File: src/rtl/med_pkg.sv
// Shared types, constants and the Morse code table for the element decoder.
package med_pkg;

    localparam int MAX_SYMBOL_ELEMENTS = 6;
    localparam int DURATION_WIDTH      = 16;

    localparam int FIELD_W     = 16;
    localparam int DUR_CMP_W   = (DURATION_WIDTH < FIELD_W) ? DURATION_WIDTH : FIELD_W;
    localparam int LEN_W       = $clog2(MAX_SYMBOL_ELEMENTS + 2);
    localparam int PAT_W       = MAX_SYMBOL_ELEMENTS;
    localparam int CHAR_W      = 7;
    localparam int TABLE_SIZE  = 43;

    localparam logic [LEN_W-1:0] OVERFLOW_LEN = LEN_W'(MAX_SYMBOL_ELEMENTS + 1);
    localparam logic [LEN_W-1:0] MAX_LEN      = LEN_W'(MAX_SYMBOL_ELEMENTS);

    localparam logic [CHAR_W-1:0] CHAR_UNKNOWN = 7'h3F;
    localparam logic [CHAR_W-1:0] CHAR_SPACE   = 7'h20;

    localparam logic [1:0] REG_DASH_SPLIT   = 2'd0;
    localparam logic [1:0] REG_LETTER_PAUSE = 2'd1;
    localparam logic [1:0] REG_WORD_PAUSE   = 2'd2;
    localparam logic [1:0] REG_MIN_ON       = 2'd3;

    typedef struct packed {
        logic [FIELD_W-1:0] dash_split;
        logic [FIELD_W-1:0] letter_pause;
        logic [FIELD_W-1:0] word_pause;
        logic [FIELD_W-1:0] min_on;
    } cfg_t;

    typedef struct packed {
        logic              valid;
        logic [CHAR_W-1:0] character;
        logic              has_space;
    } ev_t;

    typedef enum logic [1:0] {
        OB_EMPTY,
        OB_CHAR,
        OB_SPACE
    } ob_state_t;

    typedef struct packed {
        logic [7:0]        len;
        logic [7:0]        bits;
        logic [CHAR_W-1:0] ch;
    } code_entry_t;

    // dash = 1, first element in the highest used bit
    localparam code_entry_t CODE_TABLE [TABLE_SIZE] = '{
        '{8'd2, 8'd1,  7'h41}, '{8'd4, 8'd8,  7'h42}, '{8'd4, 8'd10, 7'h43},
        '{8'd3, 8'd4,  7'h44}, '{8'd1, 8'd0,  7'h45}, '{8'd4, 8'd2,  7'h46},
        '{8'd3, 8'd6,  7'h47}, '{8'd4, 8'd0,  7'h48}, '{8'd2, 8'd0,  7'h49},
        '{8'd4, 8'd7,  7'h4A}, '{8'd3, 8'd5,  7'h4B}, '{8'd4, 8'd4,  7'h4C},
        '{8'd2, 8'd3,  7'h4D}, '{8'd2, 8'd2,  7'h4E}, '{8'd3, 8'd7,  7'h4F},
        '{8'd4, 8'd6,  7'h50}, '{8'd4, 8'd13, 7'h51}, '{8'd3, 8'd2,  7'h52},
        '{8'd3, 8'd0,  7'h53}, '{8'd1, 8'd1,  7'h54}, '{8'd3, 8'd1,  7'h55},
        '{8'd4, 8'd1,  7'h56}, '{8'd3, 8'd3,  7'h57}, '{8'd4, 8'd9,  7'h58},
        '{8'd4, 8'd11, 7'h59}, '{8'd4, 8'd12, 7'h5A},
        '{8'd5, 8'd15, 7'h31}, '{8'd5, 8'd7,  7'h32}, '{8'd5, 8'd3,  7'h33},
        '{8'd5, 8'd1,  7'h34}, '{8'd5, 8'd0,  7'h35}, '{8'd5, 8'd16, 7'h36},
        '{8'd5, 8'd24, 7'h37}, '{8'd5, 8'd28, 7'h38}, '{8'd5, 8'd30, 7'h39},
        '{8'd5, 8'd31, 7'h30},
        '{8'd6, 8'd21, 7'h2E}, '{8'd6, 8'd51, 7'h2C}, '{8'd6, 8'd12, 7'h3F},
        '{8'd6, 8'd30, 7'h27}, '{8'd5, 8'd18, 7'h2F}, '{8'd6, 8'd33, 7'h2D},
        '{8'd5, 8'd17, 7'h3D}
    };

    function automatic logic [CHAR_W-1:0] lookup_symbol(
        input logic [LEN_W-1:0] len,
        input logic [PAT_W-1:0] pat
    );
        logic [CHAR_W-1:0] ch;
        ch = CHAR_UNKNOWN;
        if (len != '0 && len <= MAX_LEN) begin
            for (int i = 0; i < TABLE_SIZE; i++) begin
                if (CODE_TABLE[i].len == 8'(len) && CODE_TABLE[i].bits == 8'(pat)) begin
                    ch = CODE_TABLE[i].ch;
                end
            end
        end
        return ch;
    endfunction

endpackage

File: src/rtl/med_regs.sv
// Configuration register file: thresholds for dash, letter gap, word gap, noise.
module med_regs (
    input  logic                   aclk,
    input  logic                   aresetn,
    input  logic                   cfg_wr_en,
    input  logic [1:0]             cfg_addr,
    input  logic [15:0]            cfg_wdata,
    output med_pkg::cfg_t          cfg
);
    import med_pkg::*;

    cfg_t cfg_reg;
    cfg_t cfg_next;

    always_comb begin
        cfg_next = cfg_reg;
        if (cfg_wr_en) begin
            case (cfg_addr)
                REG_DASH_SPLIT:   cfg_next.dash_split   = cfg_wdata;
                REG_LETTER_PAUSE: cfg_next.letter_pause = cfg_wdata;
                REG_WORD_PAUSE:   cfg_next.word_pause   = cfg_wdata;
                REG_MIN_ON:       cfg_next.min_on       = cfg_wdata;
                default:          cfg_next = cfg_reg;
            endcase
        end
    end

    always_ff @(posedge aclk) begin
        if (!aresetn) begin
            cfg_reg.dash_split   <= 16'd1200;
            cfg_reg.letter_pause <= 16'd1800;
            cfg_reg.word_pause   <= 16'd4200;
            cfg_reg.min_on       <= 16'd50;
        end else begin
            cfg_reg <= cfg_next;
        end
    end

    assign cfg = cfg_reg;

endmodule

File: src/rtl/med_sym.sv
// Input register, element classification, symbol accumulation and lookup.
module med_sym (
    input  logic                   aclk,
    input  logic                   aresetn,
    input  med_pkg::cfg_t          cfg,
    input  logic                   s_tvalid,
    output logic                   s_tready,
    input  logic [31:0]            s_tdata,   // [15:0] on_time, [31:16] gap_time
    input  logic                   s_tlast,   // final_element
    output med_pkg::ev_t           ev,
    input  logic                   ev_ready
);
    import med_pkg::*;

    logic               in_valid_reg;
    logic [FIELD_W-1:0] on_reg;
    logic [FIELD_W-1:0] gap_reg;
    logic               fin_reg;
    logic [PAT_W-1:0]   pat_reg;
    logic [LEN_W-1:0]   len_reg;

    logic [PAT_W-1:0]   pat_next;
    logic [LEN_W-1:0]   len_next;
    logic [PAT_W-1:0]   pat_grown;
    logic [LEN_W-1:0]   len_grown;
    logic               noise;
    logic               dash;
    logic               word_end;
    logic               letter_end;
    logic               emit;
    logic               fire;

    always_comb begin
        noise      = on_reg[DUR_CMP_W-1:0] < cfg.min_on[DUR_CMP_W-1:0];
        dash       = on_reg[DUR_CMP_W-1:0] >= cfg.dash_split[DUR_CMP_W-1:0];
        word_end   = gap_reg[DUR_CMP_W-1:0] >= cfg.word_pause[DUR_CMP_W-1:0];
        letter_end = gap_reg[DUR_CMP_W-1:0] >= cfg.letter_pause[DUR_CMP_W-1:0];

        if (len_reg < MAX_LEN) begin
            pat_grown = {pat_reg[PAT_W-2:0], dash};
            len_grown = len_reg + LEN_W'(1);
        end else begin
            pat_grown = pat_reg;
            len_grown = OVERFLOW_LEN;
        end

        emit          = !noise && (fin_reg || word_end || letter_end);
        ev.valid      = in_valid_reg && emit;
        ev.character  = lookup_symbol(len_grown, pat_grown);
        ev.has_space  = !fin_reg && word_end;
        fire          = in_valid_reg && (ev_ready || !emit);

        pat_next = pat_reg;
        len_next = len_reg;
        if (fire) begin
            if (noise) begin
                if (fin_reg) begin
                    pat_next = '0;
                    len_next = '0;
                end
            end else if (emit) begin
                pat_next = '0;
                len_next = '0;
            end else begin
                pat_next = pat_grown;
                len_next = len_grown;
            end
        end
    end

    assign s_tready = !in_valid_reg || fire;

    always_ff @(posedge aclk) begin
        if (!aresetn) begin
            in_valid_reg <= 1'b0;
            pat_reg      <= '0;
            len_reg      <= '0;
        end else begin
            if (s_tready) begin
                in_valid_reg <= s_tvalid;
            end
            pat_reg <= pat_next;
            len_reg <= len_next;
        end
    end

    always_ff @(posedge aclk) begin
        if (s_tready && s_tvalid) begin
            on_reg  <= s_tdata[15:0];
            gap_reg <= s_tdata[31:16];
            fin_reg <= s_tlast;
        end
    end

    a_len_range: assert property (@(posedge aclk) disable iff (!aresetn)
        len_reg <= OVERFLOW_LEN)
        else $error("symbol length beyond overflow mark");

    a_empty_pattern: assert property (@(posedge aclk) disable iff (!aresetn)
        len_reg == '0 |-> pat_reg == '0)
        else $error("empty symbol holds pattern bits");

    a_emit_clears: assert property (@(posedge aclk) disable iff (!aresetn)
        ev.valid && ev_ready |=> len_reg == '0)
        else $error("symbol not cleared after character emitted");

endmodule

File: src/rtl/med_out.sv
// Result buffer: holds one character and an optional trailing space.
module med_out (
    input  logic                   aclk,
    input  logic                   aresetn,
    input  med_pkg::ev_t           ev,
    output logic                   ev_ready,
    output logic                   m_tvalid,
    input  logic                   m_tready,
    output logic [7:0]             m_tdata,   // [6:0] character, [7] zero
    output logic                   m_tlast    // last_of_run
);
    import med_pkg::*;

    ob_state_t         state_reg;
    ob_state_t         state_next;
    logic [CHAR_W-1:0] char_reg;
    logic [CHAR_W-1:0] char_next;
    logic              space_reg;
    logic              space_next;

    always_comb begin
        state_next = state_reg;
        char_next  = char_reg;
        space_next = space_reg;
        ev_ready   = 1'b0;
        m_tvalid   = 1'b0;
        m_tdata    = {1'b0, char_reg};
        m_tlast    = 1'b1;
        case (state_reg)
            OB_EMPTY: begin
                ev_ready = 1'b1;
            end
            OB_CHAR: begin
                m_tvalid = 1'b1;
                m_tlast  = !space_reg;
                if (m_tready) begin
                    if (space_reg) begin
                        state_next = OB_SPACE;
                    end else begin
                        state_next = OB_EMPTY;
                        ev_ready   = 1'b1;
                    end
                end
            end
            OB_SPACE: begin
                m_tvalid = 1'b1;
                m_tdata  = {1'b0, CHAR_SPACE};
                if (m_tready) begin
                    state_next = OB_EMPTY;
                    ev_ready   = 1'b1;
                end
            end
            default: begin
                state_next = OB_EMPTY;
            end
        endcase
        if (ev_ready && ev.valid) begin
            state_next = OB_CHAR;
            char_next  = ev.character;
            space_next = ev.has_space;
        end
    end

    always_ff @(posedge aclk) begin
        if (!aresetn) begin
            state_reg <= OB_EMPTY;
        end else begin
            state_reg <= state_next;
        end
    end

    always_ff @(posedge aclk) begin
        char_reg  <= char_next;
        space_reg <= space_next;
    end

    a_space_follows: assert property (@(posedge aclk) disable iff (!aresetn)
        state_reg == OB_CHAR && space_reg && m_tready |=> state_reg == OB_SPACE)
        else $error("word break space lost");

    a_load_shows: assert property (@(posedge aclk) disable iff (!aresetn)
        ev.valid && ev_ready |=> state_reg == OB_CHAR && m_tdata[6:0] == $past(ev.character))
        else $error("loaded character not presented");

    a_space_beat: assert property (@(posedge aclk) disable iff (!aresetn)
        state_reg == OB_SPACE |-> m_tvalid && m_tlast && m_tdata[6:0] == CHAR_SPACE)
        else $error("space beat malformed");

endmodule

File: src/rtl/morse_element_decoder.sv
// Morse element decoder: keyed elements in, decoded ASCII characters out.
//
// Each input beat is one keyed element, held in the input register; its result is
// registered in the single result buffer, which drives the output. One element is
// taken every cycle while the output is drained; an element that ends a word yields two
// output beats (character, then space), both held in the buffer. Thresholds are written
// through the cfg port; the user must do so while no element is in flight (unchecked).
module morse_element_decoder (
    input  logic        aclk,
    input  logic        aresetn,
    input  logic        cfg_wr_en,
    input  logic [1:0]  cfg_addr,
    input  logic [15:0] cfg_wdata,
    input  logic        s_tvalid,
    output logic        s_tready,
    input  logic [31:0] s_tdata,   // [15:0] on_time, [31:16] gap_time
    input  logic        s_tlast,   // final_element
    output logic        m_tvalid,
    input  logic        m_tready,
    output logic [7:0]  m_tdata,   // [6:0] character, [7] zero
    output logic        m_tlast    // last_of_run
);
    import med_pkg::*;

    cfg_t cfg;
    ev_t  ev;
    logic ev_ready;

    med_regs u_regs (
        .aclk      (aclk),
        .aresetn   (aresetn),
        .cfg_wr_en (cfg_wr_en),
        .cfg_addr  (cfg_addr),
        .cfg_wdata (cfg_wdata),
        .cfg       (cfg)
    );

    med_sym u_sym (
        .aclk     (aclk),
        .aresetn  (aresetn),
        .cfg      (cfg),
        .s_tvalid (s_tvalid),
        .s_tready (s_tready),
        .s_tdata  (s_tdata),
        .s_tlast  (s_tlast),
        .ev       (ev),
        .ev_ready (ev_ready)
    );

    med_out u_out (
        .aclk     (aclk),
        .aresetn  (aresetn),
        .ev       (ev),
        .ev_ready (ev_ready),
        .m_tvalid (m_tvalid),
        .m_tready (m_tready),
        .m_tdata  (m_tdata),
        .m_tlast  (m_tlast)
    );

endmodule

File: config.mk
export PLATFORM = sky130hd
export DESIGN_NAME = morse_element_decoder
export DESIGN_NICKNAME = d
export VERILOG_FILES = /design/src/rtl/med_pkg.sv /design/src/rtl/med_regs.sv /design/src/rtl/med_sym.sv /design/src/rtl/med_out.sv /design/src/rtl/morse_element_decoder.sv
export SDC_FILE = /design/constraint.sdc
export NUM_CORES = 1
export LEC_CHECK = 0
export BUFFER_PORTS_ARGS = -buffer_cell sky130_fd_sc_hd__buf_2
export CAP_MARGIN = 10
export CORE_ASPECT_RATIO = 0.7
export CORE_UTILIZATION = 55
export DETAILED_ROUTE_END_ITERATION = 10
export PLACE_DENSITY = 0.84
export SLEW_MARGIN = 40
export SYNTH_ARGS = -nofsm -noshare
export SYNTH_HDL_FRONTEND = slang
export SYNTH_SLANG_ARGS = --single-unit
export TNS_END_PERCENT = 30
File: constraint.sdc
create_clock -name aclk -period 10.63 [get_ports aclk]
set_input_delay 0.5315 -clock aclk [delete_from_list [all_inputs] [get_ports aclk]]
set_output_delay 0.5315 -clock aclk [all_outputs]
set_load 0.1 [all_outputs]
==> flow_metrics.tcl <==
set metrics [dict create \
    status "complete, no violations" \
    power_leakage_uw 0.00323 \
    nNetsFinal 969 \
    final_cell_mix "149 x nand2_1, 76 x dfxtp_1, 72 x inv_1, 70 x ha_1, 64 x buf_2" \
    number_of_max_slew_violations_in_the_final_report 0 \
    design_power_uw 1220 \
    cts_root_buffer "clkbuf_16" \
    critPathSlowestCell "a2111oi_0" \
    cp_max_fo 3 \
    register_area_um2 2750 \
    post_cts_resize_count 0 \
    synth_enable_flop_cells 41 \
    fraction_of_the_mapped_netlist_area_in_compound_gates_pct 22.6 \
    path_clk_slew_ps 50 \
    worst_ep_required_time_ps 10100 \
    globalplace.congestion 0.982 \
    post-route-drc-count 0 \
    worst_pin_slew_ps 805 \
    detail_route.wl_per_cell_um 17.5 \
    commonest_non_fill_non_tap_cell_in_the_layout "nand2_1" \
    cts_buffer_depth 2 \
    tns_ps 0 \
    drt_iter0_drc 531 \
    postSynth.topFlopCell "dfxtp_1" \
    endpoint_kind "primary output" \
    dieArea_um2 13100 \
    whs_ps 291 \
    clk_latency_ps 420 \
    tritoncts.num_buffers 17 \
    post_cts_hold_buffer_count 0 \
    hp_class "in -> reg" \
    timing.max_cap.violations 0 \
    yosys.area_share.adder_pct 12.6 \
    slew_hr_pct 46.4 \
    ys.warnings.count 0 \
    report.final.setup_viol 0 \
    yosys-mux-area-fraction_pct 0.144 \
    place.detailed.hpwl_mm 12.3 \
    postSynthNetCount 917 \
    ys_types 67 \
    antenna_diode_instance_count 0 \
    cts_sinks 117 \
    multi_input_comb_area_um2 3760 \
    layout.filler_cells 923 \
    cts.repair_timing.setup_buffer_count 0 \
    antenna_left 0 \
    netlist_instances 791 \
    detailroute.via_count 6096 \
    netlist_top_cells_area "dfxtp_1 22%, edfxtp_1 18%, ha_1 13%" \
    grt-ovfl-total 0 \
    grt_pass1_vias 5628 \
    timing.final.crit_share_pct 35.2 \
    postSynthRegisterBits 117 \
    synth_seq_area_share_pct 39.7 \
    placeable_core_area_um2 12000 \
    number_of_antenna_violations_at_the_first_check_in_global_routing 0 \
    postRouteWirelength_mm 17.7 \
    synth_simple_gate_area_share_pct 18.7 \
    fmax_ghz 0.267 \
    drt-vias-per-instance 6.02 \
    peakVddDrop_mv 0.120 \
    grt_max_degree 70 \
    layout-drive-gt1-share_pct 14.5 \
    arrival_ps 3210 \
    io-pin-count 67 \
    power_density_nw_per_um2 153 \
    num_rows 33 \
    netlist_area_um2 6930 \
    area_fraction_of_the_dominant_cell_type_after_synthesis_pct 21.9 \
    timing.clock.skew_ps 8.89 \
    critPathKind "reg -> out" \
    synth-xor-area-share_pct 0 \
    synth_async_sr_flop_share_pct 0 \
    grt.total_usage_pct 28.5 \
    tritoncts_clock_tree "done" \
    die_w_um 136 \
    ctsHtreeMaxLevel 4 \
    finalHoldViolations 0 \
    initial_core_util_pct 57.9 \
    drt_pass1_iterations 7 \
    instances_no_fill 1013 \
    syn_to_final_growth_pct 14.6 \
    period_needed_ps 3740 \
    synth.avg_cell_area_um2 8.76 \
    yosysTopAreaCell "dfxtp_1" \
    input_output_buffers 65 \
    placed_cells_incl_taps 981 \
    critical-path-max-stage-delay_ps 560 \
    start_kind "flip-flop" \
    fp.dieH_um 95.9 \
    main_combinational_cell_family_by_area_after_synthesis "compound AO/OA/AOI/OAI gates" \
    largest_register_ffs 64 \
    unrepaired_setup_endpoints_after_global_routing "false" \
    worstPathCellList "ha_1, a21o_1, a2111oi_0, o21a_1, o211ai_1, nand2_1, nor3_1, inv_1, buf_2" \
    grt_first_pass_wirelength_mm 28.4 \
]
## routing by layer
layer | global-route usage, % | share of wire [%]
met3 | 8.58 | 11
met1 | 40.1 | 47
met4 | 7.78 | 1.4
met2 | 42.2 | 41
met5 | 0 | 0
## power by group
group	internal, uW	switching, uW
registers	485	10.9
logic	52.1	91.2
clock network	376	200
## metrics by stage
stage | utilization [%] | area (um^2) | setup WS (ps)
floorplan | - | 6930 | 6690
global placement | 61.2 | 7330 | 7250
detailed placement | 61.4 | 7350 | 7260
CTS | 66.4 | 7950 | 6910
global route | 66.4 | 7950 | 6700
finish | 66.4 | 7950 | 6890
## synthesized netlist by cell type (9+ instances only)
library cell,instances
a21boi_0,53
a21o_1,13
a21oi_1,32
a31oi_1,9
buf_2,10
clkbuf_1,24
dfxtp_1,76
edfxtp_1,41
ha_1,70
inv_1,72
nand2_1,149
nand2b_1,9
nand3_1,22
nor2_1,26
nor2b_1,12
o211ai_1,20
o21a_1,9
o21ai_0,25
## kinds of logic after synthesis
group / count (synthesis)
simple gates: 274
compound gates: 220
flops: 117
buf+inv: 108
fa+ha+maj: 70
mux: 1
other cells: 1
## critical path: cells and delay by family, from the launching register on
family / cells / cell delay [ps]
adders and majority gates: 1 / 320
AOI/OAI and AO/OA: 4 / 1230
buffers and inverters: 2 / 500
and+or+nand+nor: 2 / 330
DFF: 1 / 410
## area by class of cell
| cell class | count | area share [%] |
|---|---|---|
| multi-input cells | 566 | 47.4 |
| flip-flops and latches | 117 | 34.6 |
| clock buffers | 24 | 6.33 |
| repair buffers | 69 | 4.60 |
| inverters | 72 | 3.40 |
| well taps | 157 | 2.47 |
| clock inverters | 8 | 1.20 |
## final timing paths
check                           end  cells past startpoint       startpoint  slack [ps]
setup / recovery           s_tready                      9  u_sym.on_reg[4]        6890
hold / removal      u_sym.on_reg[4]                      1       s_tdata[4]         290
setup reg to reg  u_out.char_reg[4]                     10  u_sym.on_reg[0]        7230
hold reg to reg      u_regs.cfg[27]                      2   u_regs.cfg[27]         460
Note: power is estimated with default switching activity, not from simulation.
